$ cat src/hdl/sgi_pkg.sv
// Shared types and constants for the segment intersection pipeline.
// No dependencies; imported by every module of the block.
package sgi_pkg;

	localparam int COORD_WIDTH_DEF = 16;
	localparam int EPS_W           = 8;
	localparam int OUT_W           = 32;
	localparam int ACT_W           = 2;

	localparam logic [EPS_W-1:0] EPS_RESET = EPS_W'(1);

	localparam logic [ACT_W-1:0] ACT_LINE_LINE = 2'd0;
	localparam logic [ACT_W-1:0] ACT_LINE_SEG  = 2'd1;
	localparam logic [ACT_W-1:0] ACT_SEG_SEG   = 2'd2;
	localparam logic [ACT_W-1:0] ACT_SPARE     = 2'd3;

	typedef struct packed {
		logic [ACT_W-1:0] action;
		logic             par;
		logic             neg_x;
		logic             neg_y;
	} ctl_t;

endpackage

$ cat src/hdl/sgi_back.sv
// Back pipeline: quotient sign, clamp to 32 bits, widened bounding box tests.
// Two register stages, the second is the output register; depends on sgi_pkg.
module sgi_back #(
	parameter int W  = 16,
	parameter int NQ = 51
) (
	input  logic                              clk,
	input  logic                              arst_n,
	input  logic                              en,
	input  logic                              v_i,
	input  sgi_pkg::ctl_t                     ctl_i,
	input  logic [NQ-1:0]                     qx_i,
	input  logic [NQ-1:0]                     qy_i,
	input  logic [8*W-1:0]                    bnd_i,
	input  logic [sgi_pkg::EPS_W-1:0]         eps,
	output logic                              out_valid,
	output logic                              hit,
	output logic                              parallel,
	output logic signed [sgi_pkg::OUT_W-1:0]  cross_x,
	output logic signed [sgi_pkg::OUT_W-1:0]  cross_y,
	output logic                              saturated
);
	import sgi_pkg::*;

	localparam int XW = (NQ + 1 > OUT_W + 1) ? NQ + 1 : OUT_W + 1;

	localparam logic signed [XW-1:0] MAXV = {{(XW-OUT_W+1){1'b0}}, {(OUT_W-1){1'b1}}};
	localparam logic signed [XW-1:0] MINV = {{(XW-OUT_W+1){1'b1}}, {(OUT_W-1){1'b0}}};

	logic                 v_s1;
	ctl_t                 ctl_s1;
	logic signed [XW-1:0] x_s1, y_s1;
	logic [8*W-1:0]       bnd_s1;

	logic signed [XW:0]   e_ext;
	logic signed [W-1:0]  bv [8];
	logic                 hi_x, lo_x, hi_y, lo_y;
	logic                 box1, box2, hit_c;

	function automatic logic in_range(input logic signed [XW:0] v,
		input logic signed [W-1:0] lo, input logic signed [W-1:0] hi,
		input logic signed [XW:0] e);
		logic signed [XW:0] lo_w, hi_w;
		lo_w = (XW+1)'(lo);
		hi_w = (XW+1)'(hi);
		return (lo_w <= v + e) && (v <= hi_w + e);
	endfunction

	always_ff @(posedge clk or negedge arst_n) begin
		if (!arst_n) begin
			v_s1      <= 1'b0;
			out_valid <= 1'b0;
		end else if (en) begin
			v_s1      <= v_i;
			out_valid <= v_s1;
		end
	end

	always_ff @(posedge clk) begin
		if (en) begin
			ctl_s1 <= ctl_i;
			bnd_s1 <= bnd_i;
			x_s1   <= ctl_i.neg_x ? -$signed(XW'(qx_i)) : $signed(XW'(qx_i));
			y_s1   <= ctl_i.neg_y ? -$signed(XW'(qy_i)) : $signed(XW'(qy_i));
		end
	end

	for (genvar j = 0; j < 8; j++) begin : g_bnd
		assign bv[j] = $signed(bnd_s1[j*W +: W]);
	end

	assign e_ext = $signed((XW+1)'(eps));
	assign hi_x  = (x_s1 > MAXV);
	assign lo_x  = (x_s1 < MINV);
	assign hi_y  = (y_s1 > MAXV);
	assign lo_y  = (y_s1 < MINV);

	assign box1 = in_range((XW+1)'(x_s1), bv[0], bv[1], e_ext)
		&& in_range((XW+1)'(y_s1), bv[2], bv[3], e_ext);
	assign box2 = in_range((XW+1)'(x_s1), bv[4], bv[5], e_ext)
		&& in_range((XW+1)'(y_s1), bv[6], bv[7], e_ext);

	always_comb begin
		unique case (ctl_s1.action)
			ACT_LINE_LINE: hit_c = 1'b1;
			ACT_LINE_SEG:  hit_c = box2;
			default:       hit_c = box1 && box2;
		endcase
	end

	always_ff @(posedge clk) begin
		if (en) begin
			parallel <= ctl_s1.par;
			if (ctl_s1.par) begin
				hit       <= 1'b0;
				cross_x   <= '0;
				cross_y   <= '0;
				saturated <= 1'b0;
			end else begin
				hit       <= hit_c;
				cross_x   <= hi_x ? MAXV[OUT_W-1:0] : (lo_x ? MINV[OUT_W-1:0] : x_s1[OUT_W-1:0]);
				cross_y   <= hi_y ? MAXV[OUT_W-1:0] : (lo_y ? MINV[OUT_W-1:0] : y_s1[OUT_W-1:0]);
				saturated <= hi_x || lo_x || hi_y || lo_y;
			end
		end
	end

endmodule

$ cat config.mk
export PLATFORM = sky130hd
export DESIGN_NAME = sgi_back
export DESIGN_NICKNAME = d
export VERILOG_FILES = /design/src/hdl/sgi_pkg.sv /design/src/hdl/sgi_back.sv
export SDC_FILE = /design/constraint.sdc
export NUM_CORES = 1
export LEC_CHECK = 0
export BUFFER_PORTS_ARGS = -buffer_cell sky130_fd_sc_hd__buf_2
export CORE_UTILIZATION = 40
export CTS_CLUSTER_DIAMETER = 200
export DETAILED_ROUTE_END_ITERATION = 10
export REMOVE_ABC_BUFFERS = 1
export SYNTH_ARGS = -nofsm -noshare
export SYNTH_HDL_FRONTEND = slang
export SYNTH_SLANG_ARGS = --single-unit
export TNS_END_PERCENT = 100
$ cat constraint.sdc
create_clock -name clk -period 5.5 [get_ports clk]
set_clock_uncertainty 0.2 [all_clocks]
set_input_delay 0.275 -clock clk [delete_from_list [all_inputs] [get_ports clk]]
set_output_delay 0.275 -clock clk [all_outputs]
set_load 0.02 [all_outputs]
==> qor.tcl <==
set qor(r2r_cells) 20
set qor(grt_start_max_net_pins) 136
set qor(cts.clk_slew.worst_paths_ps) 60
set qor(io_pins) 315
set qor(fin_area_sq_um) 30090
set qor(p_per_area_nw_per_um2) 258.7
set qor(syn-cell-area_sq_um) 22500
set qor(die_area_sq_um) 57190
set qor(min-delay-start) {qx_i[1]}
set qor(grt_first_pass_wirelength_um) 111400
set qor(clock_buffers_created_by_tritoncts) 37
set qor(met2_usage) 0.4237
set qor(dieWidth_um) 239.2
set qor(wl_um) 74090
set qor(finalHoldViolations) 0
set qor(final_min_period_over_clock_period) 0.9796
set qor(antennaDiodeCount) 0
set qor(detailroute.via_count) 20371
set qor(drt_iter0_drc) 1227
set qor(worst_slew_margin_rel) 0.3071
set qor(worst-endpoint-required_ps) 5600
set qor(synth_xor_area_frac) 0.09344
set qor(groute.layer.met3.usage) 0.03661
set qor(finalSetupTns_ps) 0
set qor(most-common-layout-cells) {sky130_fd_sc_hd__buf_2 (313), sky130_fd_sc_hd__edfxtp_1 (302), sky130_fd_sc_hd__ha_1 (285)}
set qor(hold-worst-slack_ps) 24.03
set qor(globalRoute.busiestLayer) {met2}
set qor(worstHoldEndpoint) {x_s1[1]$_DFFE_PP_}
set qor(rows) 86
set qor(synth_mux_area_frac) 0.005061
set qor(synthArstFlopShare) 0.006579
set qor(clock_tree_from_tritoncts) {yes}
set qor(drtAntennaViolNets) 0
set qor(worst_hold_path_type) {in2reg}
set qor(vias_in_the_first_global_route) 20215
set qor(path_max_fanout) 5
set qor(critPathKind) {in2reg}
set qor(detail_route.first_pass.iterations) 6
set qor(dpl_cell_area_sq_um) 25930
set qor(synth.ff_latch_count) 304
set qor(report.power.total_w) 0.007784
set qor(grt_overflow) 0
set qor(layout-drive-gt1-share) 0.2017
set qor(r2r_slack_ps) 170
set qor(hpwl_after_dpl_um) 55580
set qor(layout_commonest_cell) {sky130_fd_sc_hd__buf_2}
set qor(p_leak_nw) 12.18
set qor(synth_cell_type_count) 76
set qor(core-area_sq_um) 55310
set qor(maxClockFrequency_ghz) 0.1856
set qor(vias_cell) 5.531
set qor(area_delta_synth_final_pct) 33.74
set qor(worstMarginPinSlew_ps) 1039
set qor(regToRegStartpoint) {x_s1[4]$_DFFE_PP_}
set qor(yosys.area_share.simple) 0.1620
set qor(buffer_ports.inserted) 314
set qor(synth_top_flop_cell) {sky130_fd_sc_hd__edfxtp_1}
set qor(insertion_delay_ps) 570
set qor(seq_area_frac_synth) 0.4053
set qor(antenna_violations_before_repair) 0
set qor(maxSlewViolCount) 0
set qor(whs_path_depth) 3
set qor(clock_sinks) 304
set qor(start_util) 0.4068
set qor(startpoint_type) {input port}
set qor(rr_endpoint) {hit$_SDFFCE_PP0P_}
set qor(h-tree-depth) 2
set qor(globalRouteMet1Util) 0.3261
set qor(syn_avg_cell_area_sq_um) 10.28
set qor(clk_root_buffer_cell) {sky130_fd_sc_hd__clkbuf_16}
set qor(critical_path_arrival_ps) 5490
set qor(synth_compound_gate_area_share) 0.1506
set qor(synthesis.instances) 2189
set qor(cp-end-kind) {register}
set qor(globalplace.congestion) 0.9109
set qor(final_period_minus_worst_setup_slack_ps) 5388
set qor(worst_ir_drop_vdd_mv) 0.2470
set qor(grt_usage) 0.2536
set qor(cts.path.max_buffers) 3
set qor(drv_cap) 0
set qor(status) {finished clean}
set qor(setup_viol) 0
set qor(synth_edf_count) 302
set qor(die_height_um) 239.2
set qor(synth_top_family_by_area) {adder cells}
set qor(synth-adder-area-share) 0.1644
set qor(nNetsFinal) 3448
set qor(wl_per_cell_um) 20.12
set qor(synth.yosys.warnings) 0
set qor(drc) 0
set qor(layout.core_utilization) 0.5440
==> layer usage <==
| layer | part of all wire | vias to the layer above |
|---|---|---|
| li1 | - | 9816 |
| met3 | 0.054 | 154 |
| met5 | 0 | - |
| met1 | 0.43 | 9747 |
| met2 | 0.48 | 654 |
| met4 | 0.038 | 0 |
==> critical path: stages <==
cell and delay (ps):
sky130_fd_sc_hd__dlygate4sd3_1 550, sky130_fd_sc_hd__buf_2 150, sky130_fd_sc_hd__or4_4 530, sky130_fd_sc_hd__or3_4 360
sky130_fd_sc_hd__or4_4 440, sky130_fd_sc_hd__or3_4 370, sky130_fd_sc_hd__or3_4 370, sky130_fd_sc_hd__nand2b_4 160
sky130_fd_sc_hd__or4_4 430, sky130_fd_sc_hd__or3_4 400, sky130_fd_sc_hd__or4_4 460, sky130_fd_sc_hd__o41ai_4 310
sky130_fd_sc_hd__xnor2_1 110, sky130_fd_sc_hd__dlygate4sd3_1 560
==> sequential cells by signal (all words and copies together) (netlist names) <==
| register | count |
|---|---|
| hit | 1 |
| parallel | 1 |
| cross_y | 32 |
| v_s1 | 1 |
| ctl_s1 | 3 |
| cross_x | 32 |
| out_valid | 1 |
| y_s1 | 52 |
| saturated | 1 |
| x_s1 | 52 |
| bnd_s1 | 128 |
==> cell type report <==
| type | count | area (sq um) |
|---|---|---|
| clock inverter | 24 | 235.2 |
| multi-input combinational | 1772 | 13190 |
| fill | 4829 | 25220 |
| sequential | 304 | 9119 |
| inverter | 63 | 236.5 |
| timing repair buffer | 731 | 5410 |
| tap | 748 | 935.9 |
| clock buffer | 41 | 962.2 |
==> stage by stage <==
| step | setup slack [ps] | cells |
|---|---|---|
| 2_1_floorplan | 199.3 | 2139 |
| 3_3_place_gp | -46.07 | 3343 |
| 3_5_place_dp | -135.4 | 3343 |
| 4_1_cts | 4.672 | 3677 |
| 5_1_grt | -23.92 | 3683 |
| 6_report | 112.3 | 3683 |
==> cell usage after synthesis (19+ instances only) <==
cell type	instances	area, sq um
sky130_fd_sc_hd__a21o_1	49	367.9
sky130_fd_sc_hd__a21oi_1	178	890.9
sky130_fd_sc_hd__and3_1	25	156.4
sky130_fd_sc_hd__clkbuf_1	47	176.4
sky130_fd_sc_hd__edfxtp_1	302	9069
sky130_fd_sc_hd__ha_1	286	3578
sky130_fd_sc_hd__inv_1	63	236.5
sky130_fd_sc_hd__nand2_1	173	649.4
sky130_fd_sc_hd__nand2b_1	19	118.9
sky130_fd_sc_hd__nand3_1	70	350.3
sky130_fd_sc_hd__nand4_1	67	419.2
sky130_fd_sc_hd__nor2_1	123	461.7
sky130_fd_sc_hd__nor2b_1	29	181.4
sky130_fd_sc_hd__nor3_1	37	185.2
sky130_fd_sc_hd__nor4_1	27	168.9
sky130_fd_sc_hd__o211ai_1	19	142.6
sky130_fd_sc_hd__o21ai_0	105	525.5
sky130_fd_sc_hd__o31ai_1	29	217.7
sky130_fd_sc_hd__o41ai_1	19	166.4
sky130_fd_sc_hd__or3_1	27	168.9
sky130_fd_sc_hd__or4_1	27	202.7
sky130_fd_sc_hd__xnor2_1	164	1436
sky130_fd_sc_hd__xor2_1	76	665.6
==> power by group <==
group	internal, W	switching (W)
registers	0.00280	0.000193
clock network	0.00142	0.00103
logic	0.00106	0.00128
total	0.00528	0.00250
==> cell families (layout without fill, tap and decap cells) <==
family | after synthesis | in the layout
AND/OR/NAND/NOR | 695 | 695
XOR/XNOR | 240 | 240
adder cells (fa/ha/maj) | 292 | 292
AO/OA/AOI/OAI | 534 | 534
buffers and inverters | 113 | 859
multiplexers | 11 | 11
flip-flops | 304 | 304
==> worst max path at each step <==
stage	from	to	slack (ps)
6_report	qy_i[9]	y_s1[49]$_DFFE_PP_	110
5_1_grt	x_s1[4]$_DFFE_PP_	hit$_SDFFCE_PP0P_	-20
4_1_cts	x_s1[4]$_DFFE_PP_	hit$_SDFFCE_PP0P_	5
3_5_place_dp	eps[5]	hit$_SDFFCE_PP0P_	-140
3_3_place_gp	eps[7]	hit$_SDFFCE_PP0P_	-50
2_1_floorplan	x_s1[0]$_DFFE_PP_	hit$_SDFFCE_PP0P_	200
==> repair_timing <==
item	in CTS	in global routing
hold endpoints to repair	237	0
setup buffers	0	6
hold buffers	269	0
resized for setup	7	44
pin swaps	0	16
endpoints found under the setup margin	1	6
Power figures use the tool's default switching activity.
